### src/hdl/rpq_pkg.sv
// ---------------------------------------------------------------------------
// rpq_pkg
// Shared constants and cell control types for the sorted makespan block.
// ---------------------------------------------------------------------------
package rpq_pkg;

  // default sizing
  localparam int MAX_TASKS_DEF = 64;
  localparam int TIME_BITS_DEF = 16;

  // fixed port widths
  localparam int IN_TIME_W = 16;
  localparam int SPAN_W    = 24;
  localparam int CNT_OUT_W = 7;

  localparam logic [SPAN_W-1:0] SPAN_LIMIT = '1;

  // operation broadcast to every cell of the chain
  typedef enum logic [1:0] {
    OP_HOLD,
    OP_LOAD,
    OP_SORT,
    OP_SHIFT
  } rpq_op_t;

  typedef struct packed {
    rpq_op_t op;
    logic    parity;
    logic    mode;
  } rpq_cell_ctrl_t;

endpackage

### src/hdl/rpq_sched.sv
// ---------------------------------------------------------------------------
// rpq_sched
// Single-machine schedule accumulator: takes tasks in sorted order, tracks
// the running finish time and the largest finish plus tail.
// ---------------------------------------------------------------------------
module rpq_sched #(
  parameter int MAX_TASKS = rpq_pkg::MAX_TASKS_DEF,
  parameter int TIME_BITS = rpq_pkg::TIME_BITS_DEF
) (
  input  logic                 clk,
  input  logic                 rst_n,
  input  logic                 feed_i,
  input  logic                 clear_i,
  input  logic [TIME_BITS-1:0] rel_i,
  input  logic [TIME_BITS-1:0] proc_i,
  input  logic [TIME_BITS-1:0] tail_i,
  output logic [TIME_BITS+$clog2(MAX_TASKS+1)+1:0] best_o
);
  import rpq_pkg::*;

  localparam int FIN_W  = TIME_BITS + $clog2(MAX_TASKS+1) + 1;
  localparam int BEST_W = FIN_W + 1;

  logic [FIN_W-1:0]     finish_r, finish_nxt, start_val;
  logic [TIME_BITS-1:0] tail_d_r;
  logic                 a_valid_r;
  logic [BEST_W-1:0]    best_r, done_val;

  // first stage: start no earlier than release, then run
  assign start_val  = (FIN_W'(rel_i) > finish_r) ? FIN_W'(rel_i) : finish_r;
  assign finish_nxt = start_val + FIN_W'(proc_i);

  // second stage: delivery time of the task just scheduled
  assign done_val = BEST_W'(finish_r) + BEST_W'(tail_d_r);

  always_ff @(posedge clk) begin
    if (!rst_n || clear_i) begin
      finish_r  <= '0;
      a_valid_r <= 1'b0;
      best_r    <= '0;
    end else begin
      a_valid_r <= feed_i;
      if (feed_i) begin
        finish_r <= finish_nxt;
      end
      if (a_valid_r && (done_val > best_r)) begin
        best_r <= done_val;
      end
    end
  end

  always_ff @(posedge clk) begin
    if (feed_i) begin
      tail_d_r <= tail_i;
    end
  end

  assign best_o = best_r;

endmodule
### config.mk
export PLATFORM = sky130hd
export DESIGN_NAME = rpq_sched
export DESIGN_NICKNAME = d
export VERILOG_FILES = /design/src/hdl/rpq_pkg.sv /design/src/hdl/rpq_sched.sv
export SDC_FILE = /design/constraint.sdc
export NUM_CORES = 1
export LEC_CHECK = 0
export BUFFER_PORTS_ARGS = -buffer_cell sky130_fd_sc_hd__buf_2
export CAP_MARGIN = 20
export CORE_MARGIN = 2
export CORE_UTILIZATION = 55
export CTS_CLUSTER_DIAMETER = 60
export DETAILED_ROUTE_END_ITERATION = 8
export PLACE_DENSITY = 0.78
export SYNTH_ARGS = -nofsm -noshare
export SYNTH_HDL_FRONTEND = slang
export SYNTH_SLANG_ARGS = --single-unit
### constraint.sdc
create_clock -name clk -period 11.1 [get_ports clk]
set_input_delay 1.665 -clock clk [delete_from_list [all_inputs] [get_ports clk]]
set_output_delay 1.665 -clock clk [all_outputs]
set_load 0.02 [all_outputs]
* After elaboration in Yosys (flattened, before gate mapping)
Index checks and enable logic that the tools add are counted.
** Operators by class
- Add/subtract/negate cells :: 2
- Muxes and demuxes :: 1
- Reduce and logical (&&, ||, !) cells :: 3
- Magnitude comparators :: 2
** Operators by type and width (count)
- adder 24 x 16 -> 25 bit :: 1
- > comparator 25 bit :: 1
- adder 24 x 16 -> 24 bit :: 1
- > comparator 16 x 24 -> 1 bit :: 1
- 2-to-1 mux 24 bit :: 1
- logical AND 1 bit :: 1
- logical NOT 1 bit :: 1
- logical OR 1 bit :: 1
** Storage, ports and cells
- Word-level logic and storage cells :: 12
- Input port bits :: 52
- Register bits :: 66
- Output and inout bits :: 25

* Longest topological paths before layout
- Depth in word-level cells :: 3
- Gate-level depth with buffers :: 20
- Gate-level depth less buffers :: 19

* Least setup slack after synthesis
Ideal clock, no wire load.
- Kind :: input to register
- From :: in rel_i[1]
- To :: reg finish_r[20]
- Stages on the path :: 17
- Slack :: 5.590 ns
- Arrival time :: 5.387 ns
- Data required time :: 10.977 ns
- Setup time :: 0.123 ns
- Path buffers :: 1
- Cell sequence :: ha_1 nor2b_1 o21a_1 o21a_1 o21ai_1 a21oi_1 o221ai_2 buf_2 mux2_1 ha_1 nor2b_4 o31a_1 o31a_1 o211a_1 o31ai_4 a21oi_1 mux2_1
** On the way
- Cells in the longest elaborated chain, start to end :: 3
** Ends and longest elaborated chain
- start, declared :: line rpq_sched.sv:14 : input logic [TIME_BITS-1:0] rel_i,
- > comparator 16 x 24 -> 1 bit :: line rpq_sched.sv:30 : assign start_val = (FIN_W'(rel_i) > finish_r) ? FIN_W'(rel_i) : finish_r;
- 2-to-1 mux 24 bit * :: line rpq_sched.sv:30
- adder 24 x 16 -> 24 bit * :: line rpq_sched.sv:31 : assign finish_nxt = start_val + FIN_W'(proc_i);
- end signal, assigned :: line rpq_sched.sv:44 : finish_r <= finish_nxt;
- end, declared :: line rpq_sched.sv:24 : logic [FIN_W-1:0] finish_r, finish_nxt, start_val;
Every way passes the cells marked *; elsewhere a longest branch is shown, timed or not.
A chain may end at the register's enable or synchronous reset.

* Worst setup path in the final report
- From :: in rel_i[1]
- To :: reg finish_r[22]
The elaborated chain is that of the path after synthesis.

==> results.json <==
{
  "status": "completed",
  "drt-pass1-iter-count": 5,
  "arrival_ns": 6.10,
  "r2r-end": "finish_r[22]",
  "drtAntennaViolNets": 0,
  "critical_path.top_delay_family": "compound AO/OA/AOI/OAI gates",
  "vias": 4738,
  "grt_util_all_layers_pct": 24.9,
  "synth-seq-cells": 66,
  "root_buffer": "clkbuf_8",
  "h-tree-depth": 3,
  "clockBufferDepth": 2,
  "rr_worst_depth": 19,
  "postLayoutSetupSlackWorst_ns": 5.23,
  "timing.final.crit_share_pct": 52.9,
  "rrSetupSlack_ns": 6.10,
  "finalHoldViolations": 0,
  "grt_pass1_wl_mm": 20.9,
  "hold_class": "register to register",
  "wl_per_cell_um": 15.4,
  "drt_iter0_drc": 215,
  "critPathBufInv": 2,
  "yosys_most_used_dff": "dfxtp_1",
  "seq_power_share_pct": 35.0,
  "drc": 0,
  "ir_drop_uv": 70.3,
  "antenna_found_initial": 0,
  "crit_path_max_incr_delay_ns": 0.75,
  "pwr-share-clk_pct": 28.8,
  "viasPerCell": 5.86,
  "clk_pin_slew_ns": 0.08,
  "hold_depth": 2,
  "crit_end": "finish_r[22]",
  "port_buffers": 76,
  "crit_cells": 19,
  "drive_gt1_share_pct": 17.1,
  "overflow": 0,
  "dp_hpwl_mm": 9.85,
  "fp.dieW_um": 103,
  "slew_violations": 0,
  "crit_path_cell_trace": "buf_2, ha_1, nor2b_1, o21a_1, o21a_1, o21ai_1, a21oi_1, o221ai_2, mux2_2, ha_1, inv_1, fa_1, nor2b_4, o31a_1, o31a_1, o211a_1, o31ai_4, a21oi_1, mux2_1",
  "wl_mm": 12.5,
  "cts_tree": "yes",
  "powerDensity_nw_per_um2": 127,
  "min_period_ns": 5.87,
  "ys_seq_area_share_pct": 27.8,
  "ios": 77,
  "yosys_warnings": 0,
  "maxCapViolCount": 0,
  "cts_buffers": 9,
  "cp-end-kind": "register",
  "crit_fanout": 17,
  "synth.net_count": 729,
  "cp.required_ns": 11.34,
  "p_leak_nw": 2.61,
  "fill_cells": 774,
  "synth_cells": 602,
  "ys_types": 68,
  "post_cts_buffers": 0,
  "power_mw": 0.770,
  "max_freq_ghz": 0.170,
  "hold_buffers": 0,
  "area_growth_pct": 13.5,
  "core_area_um2": 9330,
  "clock_latency_ns": 0.35,
  "final_nets": 802,
  "rows": 35,
  "syn_area_um2": 5340,
  "grt_pass1_vias": 4430,
  "dieArea_um2": 10500,
  "gp_congestion": 0.878,
  "cp-start-kind": "input pin",
  "fp.dieH_um": 103,
  "fin_util_pct": 64.9,
  "synth-edff-count": 16,
  "initial_utilization_pct": 57.2,
  "syn_avg_cell_area_um2": 8.87,
  "dp_slack_ns": 4.88,
  "pwr-share-comb_pct": 36.2,
  "slew_headroom_pct": 34.2,
  "switchingPower_mw": 0.264,
  "critPathKind": "input pin to register",
  "numClockSinks": 66,
  "crit_path_start": "rel_i[1]",
  "async_flop_share_pct": 0,
  "finalSetupViolCount": 0,
  "cpMaxStageDelayCell": "o221ai_2",
  "rsz0062_at_grt": "no",
  "fin_skew_ns": 0.0126,
  "switching_share_pct": 34.3,
  "power.internal_mw": 0.506,
  "grt_max_degree": 51,
  "rr_startpoint": "finish_r[1]",
  "setup_tns_ns": 0,
  "worst_pin_slew_ns": 0.986,
  "postCtsResizedCells": 0,
  "antenna_cells": 0
}
==> synthesized netlist by cell type (all sizes together), types with 13 or more instances <==
library cell	n	area share (%)
edfxtp	16	9.0
ha	73	17
mux2	20	4.2
nand2	29	2.0
nand4	14	1.6
a21o	13	1.8
nor3	17	1.6
a21oi	32	3.0
xnor2	20	3.3
dfxtp	50	19
inv	60	4.2
nor2	51	3.6
a211oi	14	2.1
o21ai	23	2.2
mux2i	24	4.5
==> registers in the layout, indices dropped and copies added (netlist names) <==
| name | flops |
|---|---|
| tail_d_r | 16 |
| a_valid_r | 1 |
| best_o | 25 |
| finish_r | 24 |
==> through the flow <==
step | hold WS [ns] | cells | instance area [um^2]
floorplan | 0.468 | 602 | 5340
global placement | 0.495 | 793 | 5830
detailed placement | 0.508 | 793 | 5830
CTS | 0.520 | 809 | 6060
global route | 0.556 | 809 | 6060
finish | 0.519 | 809 | 6060
==> cell usage in the layout (no fill, tap or decap), types with 3 or more instances in the layout <==
master	Yosys	final
a211o_1	4	4
a211oi_1	13	13
a21o_1	13	13
a21oi_1	32	32
a31o_1	4	4
and2_1	3	3
and3_1	5	5
and4_1	3	3
buf_2	5	76
buf_4	0	3
clkbuf_8	0	10
dfxtp_1	50	50
edfxtp_1	16	16
ha_1	73	73
inv_1	60	60
mux2_1	13	13
mux2_2	7	7
mux2i_1	24	24
nand2_1	29	29
nand2b_1	4	3
nand3_1	10	10
nand3b_1	5	5
nand4_1	14	14
nor2_1	51	51
nor2b_1	5	5
nor3_1	17	17
o211a_1	3	3
o211ai_1	10	10
o21a_1	10	10
o21ai_0	12	12
o21ai_1	11	11
o31ai_1	3	3
or2_1	3	3
or3_1	6	6
xnor2_1	20	20
xor2_1	8	8
==> routing by layer <==
metal / vias up / global-route usage (%) / part of all wire [%] / wire, um
li1: 2353 / - / - / -
met1: 2192 / 35.7 / 48 / 5940
met2: 174 / 39.4 / 44 / 5550
met3: 19 / 2.92 / 6.7 / 832
met4: 0 / 7.69 / 1.4 / 180
met5: - / 0 / 0 / 0
==> layout make-up <==
type	count	area, um^2	share of cell area [%]
Inverter	60	225	3.72
Clock buffer	11	163	2.69
Clock inverter	5	58.8	0.971
Tap cell	129	161	2.67
Timing Repair Buffer	79	403	6.65
Multi-Input combinational cell	459	3560	58.8
Sequential cell	66	1480	24.5
==> worst min-delay path by stage <==
| stage | start | to | slack [ns] |
|---|---|---|---|
| after floorplan | finish_r[15] | finish_r[15] | 0.47 |
| after global placement | best_o[10] | best_o[10] | 0.49 |
| after detailed placement | best_o[11] | best_o[11] | 0.51 |
| after CTS | best_o[18] | best_o[18] | 0.52 |
| after global routing | best_o[23] | best_o[23] | 0.56 |
| final | best_o[18] | best_o[18] | 0.52 |
==> power by group through the flow <==
stage,combinational (mW),clock [mW],sequential (mW)
4_1_cts,0.277,0.224,0.269
3_5_place_dp,0.274,0,0.275
2_1_floorplan,0.213,0,0.272
6_report,0.279,0.222,0.269
3_3_place_gp,0.266,0,0.274
5_1_grt,0.313,0.235,0.271
==> worst min-delay path, stage by stage, from the launching register on <==
cell	delay, ns
dfxtp_1	0.33
nor2_1	0.10
a311oi_1	0.05
==> cells by family (layout without fill, tap and decap cells) <==
family / Yosys count / after routing / share of synthesized area [%]
and+or+nand+nor: 166 / 166 / 15.7
AOI/OAI and AO/OA: 146 / 146 / 19.8
muxes: 44 / 44 / 8.72
xor gates and xnor gates: 28 / 28 / 4.59
DFF: 66 / 66 / 27.8
adders and majority gates: 75 / 75 / 17.9
buffers and inverters: 77 / 155 / 5.53
(Power assumes the default switching activity.)
