`config.mk`:
```
export PLATFORM = sky130hd
export DESIGN_NAME = rpq_cell
export DESIGN_NICKNAME = d
export VERILOG_FILES = /design/src/hdl/rpq_pkg.sv /design/src/hdl/rpq_cell.sv
export SDC_FILE = /design/constraint.sdc
export NUM_CORES = 1
export LEC_CHECK = 0
export BUFFER_PORTS_ARGS = -buffer_cell sky130_fd_sc_hd__buf_2
export CAP_MARGIN = 20
export CORE_MARGIN = 4
export CORE_UTILIZATION = 45
export DETAILED_ROUTE_END_ITERATION = 8
export PLACE_DENSITY = 0.91
export REMOVE_ABC_BUFFERS = 1
export SYNTH_ARGS = -nofsm -noshare
export SYNTH_HDL_FRONTEND = slang
export SYNTH_SLANG_ARGS = --single-unit
```
`constraint.sdc`:
```
create_clock -name clk -period 7.6 [get_ports clk]
set_input_delay 0.76 -clock clk [delete_from_list [all_inputs] [get_ports clk]]
set_output_delay 0.76 -clock clk [all_outputs]
set_load 0.1 [all_outputs]
```
`src/hdl/rpq_pkg.sv`:
```
// ---------------------------------------------------------------------------
// rpq_pkg
// Shared constants and cell control types for the sorted makespan block.
// ---------------------------------------------------------------------------
package rpq_pkg;

  // default sizing
  localparam int MAX_TASKS_DEF = 64;
  localparam int TIME_BITS_DEF = 16;

  // fixed port widths
  localparam int IN_TIME_W = 16;
  localparam int SPAN_W    = 24;
  localparam int CNT_OUT_W = 7;

  localparam logic [SPAN_W-1:0] SPAN_LIMIT = '1;

  // operation broadcast to every cell of the chain
  typedef enum logic [1:0] {
    OP_HOLD,
    OP_LOAD,
    OP_SORT,
    OP_SHIFT
  } rpq_op_t;

  typedef struct packed {
    rpq_op_t op;
    logic    parity;
    logic    mode;
  } rpq_cell_ctrl_t;

endpackage

```
`src/hdl/rpq_cell.sv`:
```
// ---------------------------------------------------------------------------
// rpq_cell
// One slot of the task chain: loads a task, swaps with its right-hand
// neighbour during odd-even transposition sorting, and shifts left on drain.
// ---------------------------------------------------------------------------
module rpq_cell #(
  parameter int TIME_BITS = rpq_pkg::TIME_BITS_DEF,
  parameter int CNT_W     = 7,
  parameter int IDX       = 0
) (
  input  logic                   clk,
  input  logic                   rst_n,
  input  rpq_pkg::rpq_cell_ctrl_t ctrl_i,
  input  logic [CNT_W-1:0]       count_i,
  input  logic [4*TIME_BITS:0]   new_ent_i,
  input  logic [4*TIME_BITS:0]   left_ent_i,
  input  logic                   left_swap_i,
  input  logic [4*TIME_BITS:0]   right_ent_i,
  input  logic                   right_valid_i,
  output logic [4*TIME_BITS:0]   ent_o,
  output logic                   valid_o,
  output logic                   swap_o
);
  import rpq_pkg::*;

  localparam int   EW       = 4*TIME_BITS + 1;
  localparam logic CELL_PAR = 1'(IDX % 2);

  logic [EW-1:0]        ent_r, ent_nxt;
  logic                 valid_r, valid_nxt;
  logic [TIME_BITS-1:0] own_rel, right_rel;
  logic [TIME_BITS:0]   own_sum, right_sum;
  logic                 right_first;

  // entry layout: release, processing, tail, release plus tail
  assign own_rel   = ent_r[EW-1 -: TIME_BITS];
  assign right_rel = right_ent_i[EW-1 -: TIME_BITS];
  assign own_sum   = ent_r[TIME_BITS:0];
  assign right_sum = right_ent_i[TIME_BITS:0];

  // strict order keeps equal keys in arrival order
  assign right_first = ctrl_i.mode ? (right_sum > own_sum) : (right_rel < own_rel);

  assign swap_o = (ctrl_i.op == OP_SORT) && (ctrl_i.parity == CELL_PAR) &&
                  valid_r && right_valid_i && right_first;

  // next slot contents
  always_comb begin
    ent_nxt   = ent_r;
    valid_nxt = valid_r;
    unique case (ctrl_i.op)
      OP_HOLD: begin
      end
      OP_LOAD: begin
        if (count_i == CNT_W'(IDX)) begin
          ent_nxt   = new_ent_i;
          valid_nxt = 1'b1;
        end
      end
      OP_SORT: begin
        if (swap_o) begin
          ent_nxt = right_ent_i;
        end else if (left_swap_i) begin
          ent_nxt = left_ent_i;
        end
      end
      OP_SHIFT: begin
        ent_nxt   = right_ent_i;
        valid_nxt = right_valid_i;
      end
      default: begin
      end
    endcase
  end

  always_ff @(posedge clk) begin
    if (!rst_n) begin
      valid_r <= 1'b0;
    end else begin
      valid_r <= valid_nxt;
    end
  end

  always_ff @(posedge clk) begin
    ent_r <= ent_nxt;
  end

  assign ent_o   = ent_r;
  assign valid_o = valid_r;

endmodule

```
# After elaboration in Yosys (flattened, before gate mapping)
# Cells that the tools add are included.
[totals] elab_cells=26 out_inout_bits=67 register_bits=66
[op_classes] magnitude_cmp=2 n_reduce_logical=9 bitwise=1 n_eq_ne=5 n_mux=7
[ops] operator="$mux 65" n=3
[ops] operator="$pmux 65 s3" n=1
[ops] operator="$gt 17x17->1" n=1
[ops] operator="$lt 16x16->1" n=1
[ops] operator="$logic_not 7->1" n=1
[ops] operator="$eq 2x2->1 const B" n=2
[ops] operator="$logic_and 1x1->1" n=4
[ops] operator="$ne 3x3->1 const B" n=1
[ops] operator="$reduce_and 3->1" n=1
[ops] operator="$reduce_bool 3->1" n=1
[ops] operator="$eq 2x1->1 const B" n=1
[ops] operator="$mux 1" n=2
[ops] operator="$ne 2x2->1 const B" n=1
[ops] operator="$pmux 1 s2" n=1
[ops] operator="$reduce_and 2->1" n=1
[ops] operator="$reduce_bool 2->1" n=1
[ops] operator="$not 1->1" n=1

# Logic depth before layout (Yosys ltp)
# Gate-level depths: netlist (run 1).
[depth] depth_word=7 depth_mapped=11 mapped_depth_nobuf=9

# Worst setup path before layout (run 1)
# OpenSTA, ideal clock, no wires.
[synth_path] path_kind="register to register" startpoint="register ent_r[16] (netlist: ent_o[16])" endpoint="register ent_r[0] (netlist: ent_o[0]), enable pin" path_slack_ns=1.378 period_less_slack_ns=6.222 path_stages_with_launch=11 setup_time_ns=0.510 t_arrival_ns=5.712 path_buffers=2 t_required_ns=7.090 path_cell_list="edfxtp_1 inv_1 ha_1 nand4_1 nor4_2 a22oi_1 nand4b_1 nand3b_2 buf_12 buf_12 a21oi_1"
[synth_via] elab_chain_cells=5
[synth_lines] item="start, declared" line="rpq_cell.sv:29" source="logic [EW-1:0] ent_r, ent_nxt;"
[synth_lines] item="start signal, assigned" line="rpq_cell.sv:85" source="ent_r <= ent_nxt;"
[synth_lines] item="$gt 17x17->1" line="rpq_cell.sv:42" source="assign right_first = ctrl_i.mode ? (right_sum > own_sum) : (right_rel < own_rel);"
[synth_lines] item="$mux 1" line="rpq_cell.sv:42"
[synth_lines] item="$logic_and 1x1->1" line="rpq_cell.sv:45" source="valid_r && right_valid_i && right_first;"
[synth_lines] item="$ne 3x3->1 (no line)"
[synth_lines] item="$reduce_and 3->1 (no line)"
# Every way passes these cells.
# A chain may end at the register's enable or synchronous reset.

# Worst setup path in the final report (run 1)
[layout_path] startpoint="input ctrl_i[2] in the netlist's numbering" endpoint="output swap_o"
[layout_via] elab_chain_cells=5
[layout_lines] item="start, declared" line="rpq_cell.sv:13" source="input rpq_pkg::rpq_cell_ctrl_t ctrl_i,"
[layout_lines] item="$eq 2x2->1" line="rpq_cell.sv:44" source="assign swap_o = (ctrl_i.op == OP_SORT) && (ctrl_i.parity == CELL_PAR) &&"
[layout_lines] item="$logic_and 1x1->1 (2 in series)" line="rpq_cell.sv:44"
[layout_lines] item="$logic_and 1x1->1 (2 in series)" line="rpq_cell.sv:45"
[layout_lines] item="end, declared" line="rpq_cell.sv:22" source="output logic swap_o"
# Every way passes these cells.

==> run summary, run 1 <==
Status: completed
GRT overflow: 0
RSZ-0062 raised after global routing: no
Most numerous cell on the critical path: buf_2
Seq/Total Area, Yosys: 41.4%
Row count: 37
Sequential Power Share: 37.6%
Slowest cell on the critical path: buf_4
CTS Root Cell: clkbuf_8
Mapped cell area: 4770 um^2
DR WL/cell: 15.8 um
Pre-Repair DR Iteration Count: 4
Ys Warns: 0
Worst Tran Pin Value: 0.711 ns
Relative slew slack: 52.6%
Largest net degree at the start of global routing: 70
Via-per-instance ratio: 5.27
Multi-input logic area: 2490 um^2
Layout cell share with drive strength beyond 1: 40.3%
CP max stage delay: 0.52 ns
DR vias: 4689
Post-placement cell area: 6210 um^2
Share of total power in the clock network: 26.9%
Num ports: 277
HPWL Detailed: 11300 um
Initial antenna violation count: 2
Nets@finish: 990
Internal power: 0.733 mW
Pwr dens: 186 nW/um^2
H-Tree Depth: 3
Clk_skew: 0.0123 ns
Worst-path cell chain: buf_2, nand2b_2, buf_12, nor3b_1, nand2_1, a31oi_1, nand3b_4, buf_4, inv_1, buf_2
Seq cells post-synth: 66
Arrival @ worst endpoint: 3.76 ns
Leak: 3.39 nW
Post-route setup slack: 3.08 ns
Slew Viols, Final: 0
Worst slack, placed: 3.05 ns
Library cells used by synthesis: 32
Sequential cell area: 1970 um^2
WP data required: 6.84 ns
Initial core utilization: 46.2%
Cts hold-fix bufs: 0
Mean Syn Cell Area: 9.87 um^2
DRT iter0 DRCs: 258
Gpl congestion: 0.843
Hold Crit Class: register to register
CTS Buffer Depth: 2
Critical path class: input port to output port
Combinational share of power: 35.5%
CTS resizes: 0
Die H: 111 um
CP Capture Type: output port
Core box area: 10300 um^2
Clk slew on worst S/H paths: 0.07 ns
Critical path peak fanout: 44
I/O Buffers: 276
DRC: 0
Final period util: 59.5%
Die footprint: 12300 um^2
Maximum vdd drop: 105 uV
Routed wire length: 14100 um
Post-layout min period: 4.52 ns
Die span in x: 111 um
Post-CTS Setup Inserts: 0
CTS Buf Count: 9
Syn Inst Count: 483
CTS tree: done
Max Cap Viol: 0
Pwr Total: 1.19 mW
Layout area overhead: 34.8%
Sw power: 0.461 mW
Crit start category: input port
Worst hold slack: 0.552 ns
Sw Share: 38.6%
Vias in the first global route: 4746
Final ANT Viol Nets: 0
Finish-stage setup viols: 0
Max Freq: 0.221 GHz
Clock sinks: 66
Global-route wire length before repair: 22300 um
Total track usage: 22.0%
Hold Vio Cnt, Final: 0
Final instance area: 6420 um^2
FILL cells: 889
Clock latency on the worst-skew pair: 0.33 ns
metal layers:
metal / up-vias / GRT usage [%] / routed length (um)
li1: 2298 / - / -
met1: 2160 / 24.3 / 5370
met2: 207 / 40.0 / 7210
met3: 22 / 6.55 / 1230
met4: 2 / 7.55 / 264
met5: - / 0 / 13
path summary, 6_finish.rpt:
check	slack (ns)	cells past startpoint	startpoint	endpoint
setup / recovery	3.08	10	ctrl_i[2]	swap_o
hold / removal	0.55	1	valid_o	valid_o
setup reg to reg	3.86	10	ent_o[13]	ent_o[37]
hold reg to reg	0.55	1	valid_o	valid_o
critical path, delay by kind of cell:
family,cells,cell delay (ns)
compound gates,1,0.26
buf+inv,5,1.47
simple gates,4,1.20
cell families (layout without fill, tap and decap cells):
logic type	after synthesis	count (layout)	share of synthesized area (%)
compound gates	161	161	17.5
simple gates	96	96	12.3
flops	66	66	41.4
mux	65	65	13.7
buf+inv	63	332	6.80
fa+ha+maj	32	32	8.40
other cells	0	1	0
sequential cells by signal, indices dropped and copies added (netlist names):
name,cells
valid_o,1
ent_o,65
power by group through the flow:
stage               clock network, mW  logic, mW  registers, mW
floorplan                           0      0.100          0.659
global placement                    0      0.417          0.456
detailed placement                  0      0.426          0.457
CTS                             0.330      0.427          0.449
global route                    0.345      0.454          0.452
finish                          0.321      0.424          0.449
Yosys cell counts:
library cell	n	area, um^2
a21oi_1	79	395
edfxtp_1	65	1950
nor4_1	2	12.5
nand3b_2	1	11.3
nand4b_1	1	8.76
o221a_2	1	11.3
buf_12	4	80.1
nand2b_1	1	6.26
nand4_1	7	43.8
a21o_1	2	15.0
o21ai_1	28	140
inv_1	35	131
nand2_1	7	26.3
o21a_1	1	7.51
and2_1	1	6.26
nor4_2	1	12.5
a22oi_1	1	7.51
a31oi_1	2	12.5
nor3_1	1	5.00
buf_6	3	33.8
nand3_1	2	10.0
mux2i_1	65	651
clkbuf_1	21	78.8
a222oi_1	1	10.0
ha_1	32	400
or4_1	1	7.51
o21ai_0	45	225
nor2b_1	65	407
dfxtp_1	1	20.0
nor3b_1	2	15.0
o21bai_1	1	7.51
nor2_1	4	15.0
layout make-up:
type | count | share of cell area [%]
clock buffer | 9 | 1.93
tap | 136 | 2.65
antenna | 1 | 0.0389
inverter | 35 | 2.04
multi-input combinational | 354 | 38.8
timing repair buffer | 282 | 22.4
clock inverter | 6 | 1.44
sequential | 66 | 30.7
layout by cell type (no fill, tap or decap):
cell type,count
ha_1,32
nand4b_1,1
nor3b_1,2
o21a_1,1
clkbuf_8,9
nor4_1,2
nand3b_4,1
o21bai_1,1
edfxtp_1,65
a31oi_1,2
nor3_1,1
nor2_1,4
buf_12,1
clkinv_4,2
diode_2,1
or4_1,1
buf_4,5
a22oi_1,1
nand4_1,7
o21ai_0,45
nand3_1,2
a21o_1,2
mux2i_1,65
a21oi_1,78
bufinv_16,2
and2_2,1
buf_2,276
o21ai_1,28
nand2_1,7
o221a_2,1
nor4_2,1
inv_1,35
nor2b_1,65
nand2b_2,1
a21oi_4,1
a222oi_1,1
dfxtp_1,1
clkinvlp_4,2
per-stage QoR:
step / TNS, ns / std cells / utilization (%)
4_1_cts: 0 / 888 / 62.2
3_3_place_gp: 0 / 872 / 59.9
5_1_grt: 0 / 889 / 62.2
6_report: 0 / 889 / 62.2
3_5_place_dp: 0 / 873 / 60.1
2_1_floorplan: -8.17 / 455 / -
Note: power is estimated with default switching activity, not from simulation.
==> run 2, diff against run 1 <==
Settings changed: CORE_UTILIZATION 45 to 41, PLACE_DENSITY 0.91 to 0.88.
Clock period 7.6 ns to 4 ns, I/O delays scaled along.
==> run 2 against run 1 <==
Net effect: flip-flop and latch count unchanged; cell count increased by 0.56%; critical path depth unchanged; combinational power increased by 91%; wire length increased by 1.2%; design area increased by 1.3%; worst hold slack got worse by 0.22 ns; critical path type is now register to output port; largest cell class unchanged; largest power group unchanged; highest routed layer unchanged.
==> run summary, run 2 (same netlist as run 1, synthesis figures left out) <==
DRC: 0
Total track usage: 20.4%
Global-route wire length before repair: 21500 um
Routed wire length: 14300 um
Initial antenna violation count: 1
Most common cell after layout, fill and taps aside: buf_2
Share of total power in the clock network: 28.7%
CP Capture Type: output port
Largest net degree at the start of global routing: 66
Worst Tran Pin Value: 0.712 ns
Post-route setup slack: 0.895 ns
Final instance area: 6510 um^2
Sequential Power Share: 36.6%
Critical path class: register to output port
Pwr Total: 2.33 mW
Arrival @ worst endpoint: 2.70 ns
RSZ-0062 raised after global routing: no
WP data required: 3.60 ns
DRT iter0 DRCs: 180
Core box area: 11400 um^2
Worst slack, placed: 1.09 ns
Vias in the first global route: 4379
Largest register FFs: 65
Internal power: 1.45 mW
Die span in x: 116 um
Crit start category: register
Die footprint: 13400 um^2
DR WL/cell: 15.9 um
CTS Buf Count: 9
CTS resizes: 0
Finish-stage setup viols: 0
Clk_skew: 0.00510 ns
Combinational share of power: 34.7%
HPWL Detailed: 10900 um
Pwr dens: 358 nW/um^2
Final period util: 77.6%
Die H: 116 um
Leak: 3.42 nW
Slew Viols, Final: 0
Sw Share: 37.7%
Pre-Repair DR Iteration Count: 5
Relative slew slack: 52.5%
Post-CTS Setup Inserts: 0
Final TNS setup: 0 ns
Status: completed
I/O Buffers: 276
Layout cell share with drive strength beyond 1: 39.6%
Initial core utilization: 41.7%
Row count: 39
Cts hold-fix bufs: 0
Hold Vio Cnt, Final: 0
Commonest cells after routing, fill and taps aside: 275 x buf_2, 78 x a21oi_1, 65 x mux2i_1, 65 x nor2b_1, 65 x edfxtp_1
CTS Buffer Depth: 2
Max Freq: 0.322 GHz
GRT overflow: 0
Clock sinks: 66
CTS Root Cell: clkbuf_16
Clk slew on worst S/H paths: 0.05 ns
Max Cap Viol: 0
Num ports: 277
Via-per-instance ratio: 5.16
FILL cells: 1003
H-Tree Depth: 3
Critical path peak fanout: 29
DR vias: 4613
Post-layout min period: 3.10 ns
Hold Crit Class: input port to register
Final ANT Viol Nets: 0
Nets@finish: 990
Clock latency on the worst-skew pair: 0.32 ns
Maximum vdd drop: 185 uV
Gpl congestion: 0.854
CTS tree: done
Post-placement cell area: 6270 um^2
Layout area overhead: 36.6%
Sw power: 0.879 mW
[run 2: changes by cell type in the layout (fill, tap and decap cells not counted)]
cell        before  now
clkbuf_16        0    9
clkinv_4         2    0
buf_4            5    2
buf_2          276  275
clkinv_1         0    2
bufinv_16        2    0
clkbuf_1         0    2
clkinvlp_4       2    0
buf_12           1    5
clkbuf_8         9    0
[run 2: stage by stage]
stage	std cells	util (%)	hold WS (ns)
final	894	57.0	0.333
after global routing	893	57.0	0.337
after CTS	893	57.0	0.321
after detailed placement	880	54.9	0.541
after global placement	880	54.9	0.532
after floorplan	455	-	0.547
[run 2: critical path: stages (launching register included)]
cell	delay, ns
edfxtp_1	0.38
inv_1	0.07
ha_1	0.23
a21o_1	0.16
a21o_1	0.18
a222oi_1	0.32
nand4b_1	0.19
nand3b_4	0.26
buf_12	0.27
inv_1	0.12
buf_12	0.18
[run 2: layer usage]
| layer | wire (um) | vias to the layer above | track usage [%] |
|---|---|---|---|
| met5 | 7 | - | 0 |
| met3 | 1390 | 20 | 6.95 |
| met4 | 243 | 2 | 5.72 |
| met2 | 7170 | 200 | 36.1 |
| met1 | 5440 | 2090 | 23.6 |
| li1 | - | 2301 | - |
[run 2: final timing paths]
path / to / slack (ns) / depth (start not counted) / from
min: valid_o / 0.33 / 2 / rst_n
min reg2reg: valid_o / 0.56 / 1 / valid_o
max reg2reg: ent_o[63] / 1.30 / 10 / ent_o[14]
max: swap_o / 0.90 / 10 / ent_o[14]
[run 2: cell type report]
type | count | area [um^2] | area share (%)
Antenna cell | 1 | 2.50 | 0.0384
Clock buffer | 11 | 233 | 3.57
Clock inverter | 2 | 7.51 | 0.115
Inverter | 35 | 131 | 2.02
Multi-Input combinational cell | 354 | 2490 | 38.3
Sequential cell | 66 | 1970 | 30.3
Tap cell | 143 | 179 | 2.75
Timing Repair Buffer | 282 | 1490 | 22.9
[run 2: power groups by stage]
stage                     Combinational (mW)  Sequential, mW  Clock, mW
final                                  0.809           0.853      0.670
after global routing                   0.867           0.858      0.711
after CTS                              0.813           0.853      0.686
after detailed placement               0.810           0.867          0
after global placement                 0.797           0.864          0
after floorplan                        0.190            1.25          0
==> run 3, diff against run 2 <==
Clock period 4 ns to 2.6 ns, I/O delays scaled along.
==> run 3 against run 2 <==
Net effect: design area grew 7.5%; setup slack lost 0.87 ns; flip-flop and latch count is the same; power grew 75%; core utilization grew 4.3 points; clock-buffer cell count shrank 1; worst hold slack lost 0.14 ns; critical endpoint is now ent_o[22].
==> run summary, run 3 (same netlist as run 1, synthesis figures left out) <==
Largest register FFs: 65
Sequential Power Share: 32.2%
Cts hold-fix bufs: 0
Gpl congestion: 0.801
Crit start category: register
CTS Buf Count: 9
Status: completed
Pwr dens: 582 nW/um^2
Slew Viols, Final: 0
RSZ-0062 raised after global routing: yes
CTS Buffer Depth: 2
CTS tree: done
Die span in x: 116 um
HPWL Detailed: 10900 um
CTS Root Cell: clkbuf_16
Die H: 116 um
Initial antenna violation count: 1
Final antenna diode count: 0
Post-placement cell area: 6290 um^2
Final ANT Viol Nets: 0
Final period util: 98.9%
Sw Share: 34.5%
Internal power: 2.67 mW
Most numerous cell on the critical path: buf_12
Routed wire length: 15500 um
Arrival @ worst endpoint: 2.58 ns
Nets@finish: 1007
I/O Buffers: 276
Combinational share of power: 31.6%
CP max stage delay: 0.38 ns
Worst-path cell chain: inv_2, ha_4, nand4_1, nor4_2, a22oi_1, nand4b_1, nand3b_4, buf_12, a21oi_4, buf_12
Relative slew slack: 49.2%
Sw power: 1.41 mW
Most common cell after layout, fill and taps aside: buf_2
Hold Crit Class: input port to register
GRT overflow: 0
Critical path peak fanout: 33
Layout cell share with drive strength beyond 1: 43.0%
Clock sinks: 66
Share of total power in the clock network: 36.2%
Slowest cell on the critical path: edfxtp_1
Finish-stage setup viols: 0
Vias in the first global route: 4505
Worst hold slack: 0.196 ns
Core box area: 11400 um^2
Worst Tran Pin Value: 0.762 ns
Final instance area: 7000 um^2
Global-route wire length before repair: 22200 um
Via-per-instance ratio: 5.19
Max Freq: 0.389 GHz
Critical path class: register to register
DRC: 0
FILL cells: 968
Initial core utilization: 41.7%
Max Cap Viol: 0
Maximum vdd drop: 338 uV
Num ports: 277
Post-layout min period: 2.57 ns
Layout area overhead: 46.8%
Die footprint: 13400 um^2
DRT iter0 DRCs: 274
Pre-Repair DR Iteration Count: 4
Clk slew on worst S/H paths: 0.05 ns
Total track usage: 21.2%
CP Capture Type: register
Row count: 39
DR vias: 4736
Clk_skew: 0.00579 ns
Clock latency on the worst-skew pair: 0.32 ns
H-Tree Depth: 3
Commonest cells after routing, fill and taps aside: 275 x buf_2, 78 x a21oi_1, 65 x nor2b_1, 65 x edfxtp_1, 64 x mux2i_1
DR WL/cell: 16.9 um
Largest net degree at the start of global routing: 66
WP data required: 2.61 ns
Hold Vio Cnt, Final: 0
Leak: 3.62 nW
-- run 3: cell types whose count changed in the layout (fill, tap and decap cells not counted), sizes merged --
cell and change:
diode -1, buf +14, clkbuf +2, bufinv +4, clkinv +1, inv -1
-- run 3: through the flow --
| stage | setup WS [ns] | setup TNS, ns | util, % | power [mW] | instances |
|---|---|---|---|---|---|
| CTS | -0.0412 | -0.0412 | 59.5 | 4.08 | 906 |
| global placement | 0.0761 | 0 | 55.1 | 2.56 | 883 |
| global route | -0.126 | -10.46 | 61.3 | 4.24 | 913 |
| floorplan | -4.99 | -428.82 | - | 2.22 | 455 |
| detailed placement | 0.0167 | 0 | 55.1 | 2.58 | 883 |
| finish | 0.0291 | 0 | 61.3 | 4.07 | 913 |
-- run 3: timing repair --
action                     CTS  global route
setup endpoints to repair    1           131
gates resized for setup      8            47
pin swaps                    4             7
hold endpoints to repair     0             0
buffers inserted             4             4
gates cloned                 3             3
-- run 3: cell type report --
type	instances	area (um^2)	area share [%]
clock buffer	10	229	3.27
timing repair buffer	299	1770	25.3
multi-input combinational	354	2570	36.8
clock inverter	6	129	1.84
sequential	66	1970	28.2
tap	143	179	2.56
inverter	35	144	2.06
-- run 3: final timing paths --
kind | startpoint | end | slack [ns] | depth (start not counted)
worst min-delay path | rst_n | valid_o | 0.20 | 2
worst min register to register | valid_o | valid_o | 0.54 | 1
worst max-delay path | ent_o[12] | ent_o[22] | 0.03 | 10
worst max register to register | ent_o[12] | ent_o[22] | 0.03 | 10
-- run 3: routing by layer --
| layer | up-vias | track usage [%] | part of all wire, % |
|---|---|---|---|
| li1 | 2334 | - | - |
| met5 | - | 0 | 0.084 |
| met1 | 2171 | 24.5 | 39 |
| met3 | 8 | 6.84 | 9.5 |
| met4 | 2 | 4.49 | 0.71 |
| met2 | 221 | 38.5 | 51 |
-- run 3: power by group through the flow --
stage               logic (mW)  registers, mW  clock network, mW
finish                    1.29           1.31               1.47
global route              1.37           1.32               1.55
CTS                       1.26           1.31               1.50
detailed placement        1.25           1.33                  0
global placement          1.23           1.33                  0
floorplan                0.293           1.93                  0
-- run 3: critical path, delay by kind of cell, from the launching register on --
kind                       cells  cell delay [ns]
AOI/OAI and AO/OA              2             0.33
DFF                            1             0.38
buffers and inverters          3             0.49
adders and majority gates      1             0.28
and+or+nand+nor                4             0.75
